[config.mk]
export PLATFORM = sky130hd
export DESIGN_NAME = crc_checked_command_frame_handler
export DESIGN_NICKNAME = d
export VERILOG_FILES = /design/src/design/cfh_pkg.sv /design/src/design/cfh_crc16.sv /design/src/design/crc_checked_command_frame_handler.sv
export SDC_FILE = /design/constraint.sdc
export NUM_CORES = 1
export LEC_CHECK = 0
export CORE_ASPECT_RATIO = 0.7
export CORE_MARGIN = 2
export CORE_UTILIZATION = 45
export DETAILED_ROUTE_END_ITERATION = 6
export DONT_BUFFER_PORTS = 1
export PLACE_DENSITY_LB_ADDON = 0.08
export SETUP_SLACK_MARGIN = 0.05
export SLEW_MARGIN = 20
export SYNTH_ARGS = -nofsm -noshare
export SYNTH_HDL_FRONTEND = slang
export SYNTH_SLANG_ARGS = --single-unit
[constraint.sdc]
create_clock -name aclk -period 126.2 [get_ports aclk]
set_clock_uncertainty 0.15 [all_clocks]
set_input_delay 25.24 -clock aclk [delete_from_list [all_inputs] [get_ports aclk]]
set_output_delay 25.24 -clock aclk [all_outputs]
set_load 0.03 [all_outputs]
[src/design/cfh_pkg.sv]
// Shared types, constants and helpers for the command frame handler.
`timescale 1ns / 1ps
package cfh_pkg;

    localparam int CHANNELS   = 3;
    localparam int WORDS      = 3 * CHANNELS;
    localparam int FRAME_LEN  = 12 * CHANNELS + 3;
    localparam int SHORT_LEN  = 3;
    localparam int STATUS_LEN = 3;
    localparam int CAP_LEN    = 19;
    localparam int CNT_W      = $clog2(FRAME_LEN + 1);
    localparam int RIDX_W     = $clog2(CAP_LEN + 1);
    localparam int WIDX_W     = $clog2(WORDS);
    localparam int REC_BITS   = 32 * WORDS;

    localparam logic [31:0] MIN_PERIOD  = 32'd3;
    localparam logic [31:0] MAX_PERIOD  = 32'hFFFF_FFFF;
    localparam logic [31:0] TICK_UNIT   = 32'd1;
    localparam logic [31:0] TPS_RESET   = 32'd200_000_000;
    localparam logic [15:0] CRC_INIT    = 16'hFFFF;
    localparam logic [15:0] CRC_POLY    = 16'hA001;

    localparam logic [7:0] CMD_LOAD    = 8'd1;
    localparam logic [7:0] CMD_SAVE    = 8'd2;
    localparam logic [7:0] CMD_RESTORE = 8'd3;
    localparam logic [7:0] CMD_CAPS    = 8'd4;

    localparam logic [7:0] ST_OK        = 8'd0;
    localparam logic [7:0] ST_BAD_CMD   = 8'd1;
    localparam logic [7:0] ST_BAD_SAVED = 8'd2;
    localparam logic [7:0] CAP_ID       = 8'h04;

    typedef enum logic [2:0] {
        S_IDLE,
        S_PARSE,
        S_CRC_IN,
        S_CHECK,
        S_REPLY_LOAD,
        S_REPLY_CRC,
        S_REPLY_OUT
    } state_t;

    typedef struct packed {
        logic load;   // xor a byte into the register
        logic init;   // start from the init value on load
        logic step;   // one shift of the LFSR
    } crc_ctl_t;

    // Capability reply byte at position idx (CRC bytes excluded)
    function automatic logic [7:0] cap_byte(input logic [RIDX_W-1:0] idx,
                                            input logic [31:0] tps);
        logic [RIDX_W-1:0] k;
        logic [31:0]       w;
        logic [31:0]       sh;
        k = idx - RIDX_W'(1);
        case (k[4:2])
            3'd0:    w = MIN_PERIOD;
            3'd1:    w = MAX_PERIOD;
            3'd2:    w = TICK_UNIT;
            default: w = tps;
        endcase
        sh = w >> {~k[1:0], 3'b000};
        if (idx == '0) begin
            return CAP_ID;
        end
        return sh[7:0];
    endfunction

endpackage

[src/design/cfh_crc16.sv]
// Bit-serial CRC16/MODBUS register shared by frame check and reply generation.
`timescale 1ns / 1ps
module cfh_crc16 import cfh_pkg::*; (
    input  logic       aclk,
    input  crc_ctl_t   ctl,
    input  logic [7:0] data,
    output logic [15:0] crc
);

    logic [15:0] crc_reg;
    logic [15:0] crc_next;

    always_comb begin
        crc_next = crc_reg;
        if (ctl.load) begin
            crc_next = (ctl.init ? CRC_INIT : crc_reg) ^ {8'h00, data};
        end else if (ctl.step) begin
            crc_next = crc_reg[0] ? ((crc_reg >> 1) ^ CRC_POLY) : (crc_reg >> 1);
        end
    end

    always_ff @(posedge aclk) begin
        crc_reg <= crc_next;
    end

    assign crc = crc_reg;

endmodule

[src/design/crc_checked_command_frame_handler.sv]
// Top level: command frame assembly, CRC check, range check and reply sequencer.
//
//  channel | dir | beat content
//  s_axis  | in  | tdata[7:0] rx_byte
//  m_axis  | out | tdata[7:0] tx_byte, [8] settings_applied, [11:9] channel_enable; tlast
//  cfg     | in  | cfg_wr_data = clock rate reported in the capability reply
//
// Each received byte passes through idle and parse, plus 8 CRC shift steps when it enters the CRC.
// A completed frame runs a range check of one word per cycle (up to 9 words),
// then each reply data byte passes through load, 8 CRC steps and output, and each
// CRC byte through load and output, plus output wait.
// Reset (synchronous, active low) clears frame count, active record, enables and saved flag.
// s_axis_tready is high only while idle; m_axis stalls hold the reply.
`timescale 1ns / 1ps
module crc_checked_command_frame_handler import cfh_pkg::*; (
    input  logic        aclk,
    input  logic        aresetn,
    input  logic        s_axis_tvalid,
    output logic        s_axis_tready,
    input  logic [7:0]  s_axis_tdata,   // [7:0] rx_byte
    output logic        m_axis_tvalid,
    input  logic        m_axis_tready,
    output logic [15:0] m_axis_tdata,   // [7:0] tx_byte, [8] settings_applied,
                                        // [11:9] channel_enable, [15:12] zero
    output logic        m_axis_tlast,
    input  logic        cfg_wr_en,
    input  logic [31:0] cfg_wr_data
);

    state_t state_reg, state_next;

    logic [31:0]             tps_reg;
    logic [7:0]              byte_reg;
    logic [7:0]              pv_reg;
    logic [7:0]              cmd_reg;
    logic [CNT_W-1:0]        cnt_reg;
    logic [REC_BITS-1:0]     rec_reg;
    logic [WORDS-1:0][31:0]  active_reg;
    logic [WORDS-1:0][31:0]  saved_reg;
    logic                    saved_valid_reg;
    logic [CHANNELS-1:0]     mask_reg;
    logic [CHANNELS-1:0]     m_reg;
    logic [WIDX_W-1:0]       w_reg;
    logic [1:0]              ph_reg;
    logic [1:0]              ch_reg;
    logic                    src_sel_reg;
    logic [2:0]              bit_reg;
    logic [RIDX_W-1:0]       ridx_reg;
    logic                    cap_reg;
    logic                    applied_reg;
    logic [7:0]              code_reg;
    logic [7:0]              tx_reg;

    crc_ctl_t    crc_ctl;
    logic [7:0]  crc_data;
    logic [15:0] crc_val;

    cfh_crc16 u_crc (
        .aclk (aclk),
        .ctl  (crc_ctl),
        .data (crc_data),
        .crc  (crc_val)
    );

    // frame decode
    logic [7:0]       cmd_w;
    logic             cmd_ok;
    logic [CNT_W-1:0] need;
    logic             feed;
    logic             last;
    logic             crc_good;
    logic             rec_shift;

    assign cmd_w    = (cnt_reg == '0) ? byte_reg : cmd_reg;
    assign cmd_ok   = (cmd_w == CMD_LOAD) || (cmd_w == CMD_SAVE) ||
                      (cmd_w == CMD_RESTORE) || (cmd_w == CMD_CAPS);
    assign need     = (cmd_w == CMD_LOAD) ? CNT_W'(FRAME_LEN) : CNT_W'(SHORT_LEN);
    assign feed     = cnt_reg < (need - CNT_W'(2));
    assign last     = (cnt_reg + CNT_W'(1)) == need;
    assign crc_good = {pv_reg, byte_reg} == crc_val;
    assign rec_shift = (cmd_w == CMD_LOAD) && (cnt_reg != '0) &&
                       (cnt_reg <= CNT_W'(4 * WORDS));

    // range check on one word per cycle
    logic [31:0]         src_word;
    logic                chk_fail;
    logic [CHANNELS-1:0] m_with;
    logic [WORDS-1:0][31:0] rec_words;

    always_comb begin
        for (int i = 0; i < WORDS; i++) begin
            rec_words[i] = rec_reg[REC_BITS-1-32*i -: 32];
        end
    end

    assign src_word = src_sel_reg ? saved_reg[w_reg] : rec_words[w_reg];
    assign chk_fail = ((ph_reg != 2'd1) || (src_word != '0)) && (src_word < MIN_PERIOD);
    always_comb begin
        m_with = m_reg;
        if ((ph_reg == 2'd1) && (src_word != '0)) begin
            m_with[ch_reg] = 1'b1;
        end
    end

    // reply byte selection
    logic [RIDX_W-1:0] rlen;
    logic              is_crc_byte;
    logic [7:0]        byte_val;
    logic              out_last;

    assign rlen        = cap_reg ? RIDX_W'(CAP_LEN) : RIDX_W'(STATUS_LEN);
    assign is_crc_byte = ridx_reg >= (rlen - RIDX_W'(2));
    assign out_last    = ridx_reg == (rlen - RIDX_W'(1));
    always_comb begin
        if (is_crc_byte) begin
            byte_val = (ridx_reg == (rlen - RIDX_W'(2))) ? crc_val[15:8] : crc_val[7:0];
        end else if (cap_reg) begin
            byte_val = cap_byte(ridx_reg, tps_reg);
        end else begin
            byte_val = code_reg;
        end
    end

    // next state
    always_comb begin
        state_next = state_reg;
        case (state_reg)
            S_IDLE: begin
                if (s_axis_tvalid) state_next = S_PARSE;
            end
            S_PARSE: begin
                if (!cmd_ok) begin
                    state_next = S_IDLE;
                end else if (feed) begin
                    state_next = S_CRC_IN;
                end else if (!last) begin
                    state_next = S_IDLE;
                end else if (!crc_good) begin
                    state_next = S_REPLY_LOAD;
                end else if ((cmd_w == CMD_LOAD) ||
                             ((cmd_w == CMD_RESTORE) && saved_valid_reg)) begin
                    state_next = S_CHECK;
                end else begin
                    state_next = S_REPLY_LOAD;
                end
            end
            S_CRC_IN: begin
                if (bit_reg == 3'd7) state_next = S_IDLE;
            end
            S_CHECK: begin
                if (chk_fail || (w_reg == WIDX_W'(WORDS - 1))) state_next = S_REPLY_LOAD;
            end
            S_REPLY_LOAD: begin
                state_next = is_crc_byte ? S_REPLY_OUT : S_REPLY_CRC;
            end
            S_REPLY_CRC: begin
                if (bit_reg == 3'd7) state_next = S_REPLY_OUT;
            end
            S_REPLY_OUT: begin
                if (m_axis_tready) state_next = out_last ? S_IDLE : S_REPLY_LOAD;
            end
            default: state_next = S_IDLE;
        endcase
    end

    // outputs and CRC control
    always_comb begin
        s_axis_tready = 1'b0;
        m_axis_tvalid = 1'b0;
        crc_ctl       = '0;
        crc_data      = byte_reg;
        case (state_reg)
            S_IDLE: s_axis_tready = 1'b1;
            S_PARSE: begin
                crc_ctl.load = cmd_ok && feed;
                crc_ctl.init = cnt_reg == '0;
            end
            S_CRC_IN:    crc_ctl.step = 1'b1;
            S_REPLY_LOAD: begin
                crc_data     = byte_val;
                crc_ctl.load = !is_crc_byte;
                crc_ctl.init = ridx_reg == '0;
            end
            S_REPLY_CRC: crc_ctl.step = 1'b1;
            S_REPLY_OUT: m_axis_tvalid = 1'b1;
            default: ;
        endcase
    end

    assign m_axis_tdata = {4'b0000, mask_reg, applied_reg, tx_reg};
    assign m_axis_tlast = out_last;

    // control registers
    always_ff @(posedge aclk) begin
        if (!aresetn) begin
            state_reg       <= S_IDLE;
            tps_reg         <= TPS_RESET;
            cnt_reg         <= '0;
            saved_valid_reg <= 1'b0;
            mask_reg        <= '0;
            active_reg      <= '0;
            bit_reg         <= '0;
        end else begin
            state_reg <= state_next;
            if (cfg_wr_en) tps_reg <= cfg_wr_data;
            bit_reg <= ((state_reg == S_CRC_IN) || (state_reg == S_REPLY_CRC)) ?
                       bit_reg + 3'd1 : 3'd0;
            if (state_reg == S_PARSE) begin
                cnt_reg <= (!cmd_ok || last) ? '0 : cnt_reg + CNT_W'(1);
                if (cmd_ok && last && crc_good && (cmd_w == CMD_SAVE)) begin
                    saved_valid_reg <= 1'b1;
                end
            end
            if (state_reg == S_CHECK) begin
                if (chk_fail) begin
                    mask_reg <= '0;
                end else if (w_reg == WIDX_W'(WORDS - 1)) begin
                    mask_reg   <= m_with;
                    active_reg <= src_sel_reg ? saved_reg : rec_words;
                end
            end
        end
    end

    // datapath registers
    always_ff @(posedge aclk) begin
        if ((state_reg == S_IDLE) && s_axis_tvalid) begin
            byte_reg <= s_axis_tdata;
        end
        case (state_reg)
            S_PARSE: begin
                pv_reg <= byte_reg;
                if (cnt_reg == '0) cmd_reg <= byte_reg;
                if (rec_shift) rec_reg <= {rec_reg[REC_BITS-9:0], byte_reg};
                ridx_reg    <= '0;
                cap_reg     <= crc_good && (cmd_w == CMD_CAPS);
                applied_reg <= 1'b0;
                code_reg    <= !crc_good ? ST_BAD_CMD :
                               ((cmd_w == CMD_RESTORE) && !saved_valid_reg) ?
                               ST_BAD_SAVED : ST_OK;
                w_reg       <= '0;
                ph_reg      <= '0;
                ch_reg      <= '0;
                m_reg       <= '0;
                src_sel_reg <= cmd_w == CMD_RESTORE;
                if (cmd_ok && last && crc_good && (cmd_w == CMD_SAVE)) begin
                    saved_reg <= active_reg;
                end
            end
            S_CHECK: begin
                m_reg <= m_with;
                w_reg <= w_reg + WIDX_W'(1);
                if (ph_reg == 2'd2) begin
                    ph_reg <= '0;
                    ch_reg <= ch_reg + 2'd1;
                end else begin
                    ph_reg <= ph_reg + 2'd1;
                end
                if (chk_fail) begin
                    code_reg <= ST_BAD_CMD;
                end else if (w_reg == WIDX_W'(WORDS - 1)) begin
                    code_reg    <= ST_OK;
                    applied_reg <= 1'b1;
                end
            end
            S_REPLY_LOAD: tx_reg <= byte_val;
            S_REPLY_OUT: begin
                if (m_axis_tready) ridx_reg <= ridx_reg + RIDX_W'(1);
            end
            default: ;
        endcase
    end

    // assertions
    a_no_overlap: assert property (@(posedge aclk) disable iff (!aresetn)
        !(s_axis_tready && m_axis_tvalid))
        else $error("input taken while a reply beat is pending");

    a_reply_end_idle: assert property (@(posedge aclk) disable iff (!aresetn)
        (m_axis_tvalid && m_axis_tready && m_axis_tlast) |=> s_axis_tready)
        else $error("not idle after final reply beat");

    a_mask_idle: assert property (@(posedge aclk) disable iff (!aresetn)
        (state_reg == S_IDLE) |=> $stable(mask_reg))
        else $error("enable mask changed while idle");

    a_crc_bits: assert property (@(posedge aclk) disable iff (!aresetn)
        (state_reg == S_REPLY_CRC && bit_reg == 3'd7) |=> m_axis_tvalid)
        else $error("reply byte not presented after CRC steps");

endmodule

Word level (Yosys, flattened, before mapping)
Cells that the tools add are included.
{"block": "classes", "mux": 64, "shift": 1, "eq_ne": 30, "order_cmp": 7, "addsub": 10, "reduce_logical": 45, "bitwise_logic": 5}
{"operator": "288-bit two-way mux", "count": 1}
{"operator": "32-bit binary-select mux with 4-bit select", "count": 2}
{"operator": "32-bit two-way mux", "count": 5}
{"operator": "32-bit case mux with 3 select lines", "count": 1}
{"operator": "8-bit two-way mux", "count": 9}
{"operator": "16-bit two-way mux", "count": 4}
{"operator": "3-bit two-way mux", "count": 14}
{"operator": "32-bit by 2-bit < comparator with 1-bit output (second input constant)", "count": 1}
{"operator": "32-bit nonzero test", "count": 1}
{"operator": "32-bit by 5-bit right shift with 8-bit output", "count": 1}
{"operator": "3-bit case mux with 7 select lines", "count": 1}
{"operator": "16-bit == test", "count": 1}
{"operator": "8-bit by 2-bit == test with 1-bit output (second input constant)", "count": 2}
{"operator": "8-bit case mux with 2 select lines", "count": 1}
{"operator": "16-bit by 8-bit XOR with 16-bit output", "count": 1}
{"operator": "2-bit AND reduction", "count": 7}
{"operator": "1-bit logical AND", "count": 13}
{"operator": "3-bit == test (second input constant)", "count": 4}
{"operator": "6-bit two-way mux", "count": 2}
{"operator": "2-bit != test (second input constant)", "count": 6}
{"operator": "2-bit case mux with 2 select lines", "count": 3}
{"operator": "5-bit == test", "count": 2}
{"operator": "2-bit two-way mux", "count": 5}
{"operator": "5-bit two-way mux", "count": 2}
{"operator": "other kinds (44)", "count": 73}
{"block": "word_totals", "reg_bits": 987, "word_cells": 201, "inputBits": 45, "out_inout_bits": 19}

Longest topological paths before layout
{"block": "logic_depth", "word_depth": 12, "ltp_mapped": 16, "mapped_depth_nobuf": 14}

By module
From an unflattened synthesis, not the netlist that was laid out.
{"block": "hier_totals", "cells_unflattened": 2853, "area_unflattened_um2": 40269.9}
{"mod": "crc_checked_command_frame_handler", "seq_area_each_um2": 25614.6, "cells_each": 2781, "area_each_um2": 39442.8, "n_inst": 1}
{"mod": "cfh_crc16", "seq_area_each_um2": 480.5, "cells_each": 72, "area_each_um2": 827.0, "n_inst": 1}

Worst setup path after synthesis
OpenSTA, ideal clock, no wires.
{"block": "synth_timing", "path_kind": "reg-to-reg", "startpoint": "register byte_reg[4]", "endpoint": "register rec_reg[0] (enable)", "setup_slack_ps": 77642, "path_buffers": 0, "setup_time_ps": 2461, "period_less_slack_ps": 48558, "path_stages_with_launch": 6, "required_ps": 123589, "arrival_ps": 45947, "path_cell_list": "edfxtp_1 -> or4_1 -> nor4b_1 -> mux2i_1 -> nand2b_1 -> a2111oi_0"}
{"block": "synth_via", "elab_chain_len": 5}
{"element": "start, declared", "line": "crc_checked_command_frame_handler.sv:33", "text": "logic [7:0] byte_reg;"}
{"element": "start signal, assigned", "line": "crc_checked_command_frame_handler.sv:228", "text": "byte_reg <= s_axis_tdata;"}
{"element": "8-bit two-way mux"}
{"element": "8-bit by 1-bit == test with 1-bit output", "line": "crc_checked_command_frame_handler.sv:81", "text": "assign rec_shift = (cmd_w == CMD_LOAD) && (cnt_reg != '0) &&"}
{"element": "1-bit logical AND (2 in a row)", "line": "crc_checked_command_frame_handler.sv:81"}
{"element": "2-bit AND reduction (no source line)"}
{"element": "end signal, assigned", "line": "crc_checked_command_frame_handler.sv:234", "text": "if (rec_shift) rec_reg <= {rec_reg[REC_BITS-9:0], byte_reg};"}
{"element": "end, declared", "line": "crc_checked_command_frame_handler.sv:37", "text": "logic [REC_BITS-1:0] rec_reg;"}
No other way between the ends.
A chain may end at the register's enable or synchronous reset.

Worst setup path after layout
{"block": "layout_timing", "startpoint": "register ridx_reg[0]", "endpoint": "output m_axis_tlast"}
{"block": "layout_via", "elab_chain_len": 1}
{"element": "start, declared", "line": "crc_checked_command_frame_handler.sv:48", "text": "logic [RIDX_W-1:0] ridx_reg;"}
{"element": "start signal, assigned", "line": "crc_checked_command_frame_handler.sv:268", "text": "if (m_axis_tready) ridx_reg <= ridx_reg + RIDX_W'(1);"}
{"element": "5-bit == test", "line": "crc_checked_command_frame_handler.sv:113", "text": "assign out_last = ridx_reg == (rlen - RIDX_W'(1));"}
{"element": "end, declared", "line": "crc_checked_command_frame_handler.sv:25", "text": "output logic m_axis_tlast,"}
No other way between the ends.

==> flow_summary_export.csv <==
group,metric,value,unit
outcome,status,"complete, no violations",
logic_synthesis,ys_seq_area_frac,0.661,
clock_network,clock_path_buffers,3,
setup_path,reg2reg_depth,14,
clock_network,worstSkewPairLatency,0.70,ns
clock_network,root_buffer,"clkbuf_16",
floorplan,start_util,0.456,
clock_network,path_clk_slew,0.07,ns
global_routing,grt_pass1_vias,22000,
sta,finalSetupTns,0,ns
logic_synthesis,syn_inst,2788,
clock_network,htreeDepth,3,
drt,drc_errors,0,
setup_path,critical_path_class,"flip-flop to output pin",
setup_path,end_kind,"output pin",
logic_synthesis,synthDistinctLibCells,79,
logic_synthesis,yosysWarnings,0,
clock_network,postCtsHoldBufs,0,
drt,viasPerCell,5.75,
global_routing,antenna_found_initial,5,
sta,fmaxAchievable,36.1,MHz
final_layout,multiInputGateArea,12000,sq um
final_layout,area_growth,9.09,%
floorplan,die_h,252,microns
sta,fin_crit_sh,0.220,
power_and_ir_drop,ir_drop,0.0000118,V
logic_synthesis,synth_edf_count,645,
drt,num_vias,22800,
place,hpwl,58300,microns
power_and_ir_drop,p_int,0.548,mW
setup_path,required,100.81,ns
sta,setup_viol,0,
setup_path,startpoint,"ridx_reg[0]",
worst_hold_path,hold_path_class,"flip-flop to flip-flop",
clock_network,cts_buffers,94,
clock_network,cts_tree,"done",
setup_path,worst-path-max-fanout,21,
global_routing,use_met3,0.0456,
final_layout,regArea,26100,sq um
logic_synthesis,async_flop_share,0,
place,gp_congestion,0.854,
power_and_ir_drop,pwr-share-comb,0.116,
floorplan,coreArea,86500,sq um
power_and_ir_drop,p_seq_frac,0.493,
global_routing,use_met2,0.277,
global_routing,grt_util_met1,0.338,
logic_synthesis,syn_avg_cell_area,14.2,sq um
global_routing,grt_max_degree,338,
drt,drt-initial-drc-count,2246,
sta,worstMarginPinSlew,1.20,ns
power_and_ir_drop,clockPowerShare,0.390,
floorplan,num_rows,90,
setup_path,arrival,2.34,ns
sta,fin_crit,27.73,ns
place,dp.cells,3781,
floorplan,die_w,358,microns
drt,wl,94800,microns
final_layout,fill_cells,7464,
final_layout,drive_gt1_frac,0.0786,
power_and_ir_drop,power.switching,0.189,mW
worst_hold_path,hold_depth,0,
logic_synthesis,syn_area,39500,sq um
logic_synthesis,ys_top_cells_by_count,"645 x edfxtp_1, 348 x nand2_1, 342 x mux2i_1",
setup_path,critPathMaxStageDelay,0.95,ns
drt,wl_per_cell,23.9,microns
sta,maxSlewViolCount,0,
setup_path,cp_cell_sequence,"inv_1 > ha_1 > and3_1",
job,cap_violations,0,
worst_hold_path,whs_endpoint,"saved_reg[190]",
clock_network,cts_setup_buffers,0,
logic_synthesis,synth_area_leaders,"edfxtp_1 49%, dfxtp_1 17%, mux2i_1 8.7%",
setup_path,reg2reg_to,"active_reg[48]",
sta,rsz0062_at_grt,"no",
global_routing,grt_pass1_wl,142000,microns
worst_hold_path,hp-start,"active_reg[190]",
floorplan,die_area,90200,sq um
global_routing,grt_remaining_overflow,0,
setup_path,r2r_slack,119.84,ns
final_layout,nNetsFinal,2792,
logic_synthesis,synth_top_area_frac,0.491,
final_layout,fin_util,0.498,
setup_path,timing.rr.start,"w_reg[0]",
power_and_ir_drop,p_per_area,17.1,nW/um^2
clock_network,post_cts_resized,0,
clock_network,clock-sinks,981,
drt,ant_nets,0,
global_routing,grtUsageTotal,0.209,
drt,drt_pre_antenna_iters,6,
setup_path,worstSetupStartpointType,"flip-flop",
sta,relSlewSlack,0.196,
final_layout,fin_cells,3961,
setup_path,crit_slowest_cell,"edfxtp_1",
place,io_buffers,0,
power_and_ir_drop,leakagePower,17.6,nW
floorplan,io_pins,64,
logic_synthesis,synth.largest_area_cell,"edfxtp_1",
power_and_ir_drop,swShare,0.256,
global_routing,grt-busiest-layer,"met1",
logic_synthesis,post-synth-top-count-cell,"edfxtp_1",
logic_synthesis,synth_ff_type,"edfxtp_1",
logic_synthesis,ys_ff_latch,981,
sta,hold_violations,0,
-- worst max-delay path, delay by kind of cell, from the launching register on --
kind | cells | cell delay, ns
fa+ha+maj | 1 | 0.24
buf+inv | 1 | 0.16
flops | 1 | 0.95
simple gates | 1 | 0.29
-- per-stage QoR --
stage | power, mW | setup slack (ns) | hold slack, ns | area (sq um)
floorplan | 0.430 | 77.64 | 0.246 | 39500
global placement | 0.453 | 99.18 | 0.254 | 39900
detailed placement | 0.455 | 99.17 | 0.265 | 39900
CTS | 0.743 | 98.42 | 0.263 | 43000
global route | 0.763 | 98.29 | 0.278 | 43100
finish | 0.737 | 98.47 | 0.267 | 43100
-- how the worst max path moves through the flow --
stage                         to  slack [ns]
global placement    m_axis_tlast       99.18
CTS                 m_axis_tlast       98.42
finish              m_axis_tlast       98.47
global route        m_axis_tlast       98.29
detailed placement  m_axis_tlast       99.17
floorplan             rec_reg[0]       77.64
-- power by group through the flow --
stage	clock (mW)	sequential, mW	combinational, mW
after floorplan	0	0.365	0.0654
after global placement	0	0.370	0.0833
after detailed placement	0	0.371	0.0848
after CTS	0.294	0.364	0.0851
after global routing	0.306	0.365	0.0921
final	0.288	0.364	0.0858
-- routing by layer --
metal,vias up,wire length [microns],share of wire
li1,10500,-,-
met5,-,0,0
met3,125,6130,0.065
met2,586,38100,0.40
met1,11600,48700,0.51
met4,0,1890,0.020
-- cell type report --
cell class | count | area share
Clock inverter | 43 | 0.0116
Timing Repair Buffer | 26 | 0.00683
Sequential cell | 981 | 0.606
Antenna cell | 1 | 0.0000581
Tap cell | 1150 | 0.0334
Multi-Input combinational cell | 1599 | 0.279
Clock buffer | 135 | 0.0608
Inverter | 26 | 0.00227
-- layout by cell type, fill, tap and decap left out, types with 5 or more instances in the layout --
cell type	count
a21oi_1	27
and2_1	9
ha_1	19
nor2_1	81
dfxtp_1	336
nor3_1	41
or4_1	19
buf_12	6
nand2b_1	10
nand2_1	348
mux2i_1	342
clkbuf_1	31
xnor2_1	6
nand3_1	25
xor2_1	27
a31oi_1	8
o21ai_0	35
buf_4	18
clkinv_2	15
a211oi_1	10
o21a_1	10
and3_1	12
edfxtp_1	645
o22ai_1	8
mux4_2	15
clkbuf_16	95
a221oi_1	5
o211a_1	289
clkbuf_8	9
or3_1	6
clkinv_1	11
nor2b_1	32
a22oi_1	5
nor4b_1	6
inv_1	20
nand4_1	12
nor4_1	85
a2111oi_0	6
bufinv_16	9
mux2_2	20
-- cell families (layout without fill, tap and decap cells) --
logic type	count (synthesis)	in the layout	share of synthesized area
buffers and inverters	211	230	0.0358
other	1	5	0.0000950
DFF	981	981	0.661
adders and majority gates	19	19	0.00602
AOI/OAI and AO/OA	462	462	0.104
and+or+nand+nor	703	703	0.0839
muxes	378	378	0.102
xor gates and xnor gates	33	33	0.00732
Note: power is estimated with default switching activity, not from simulation.
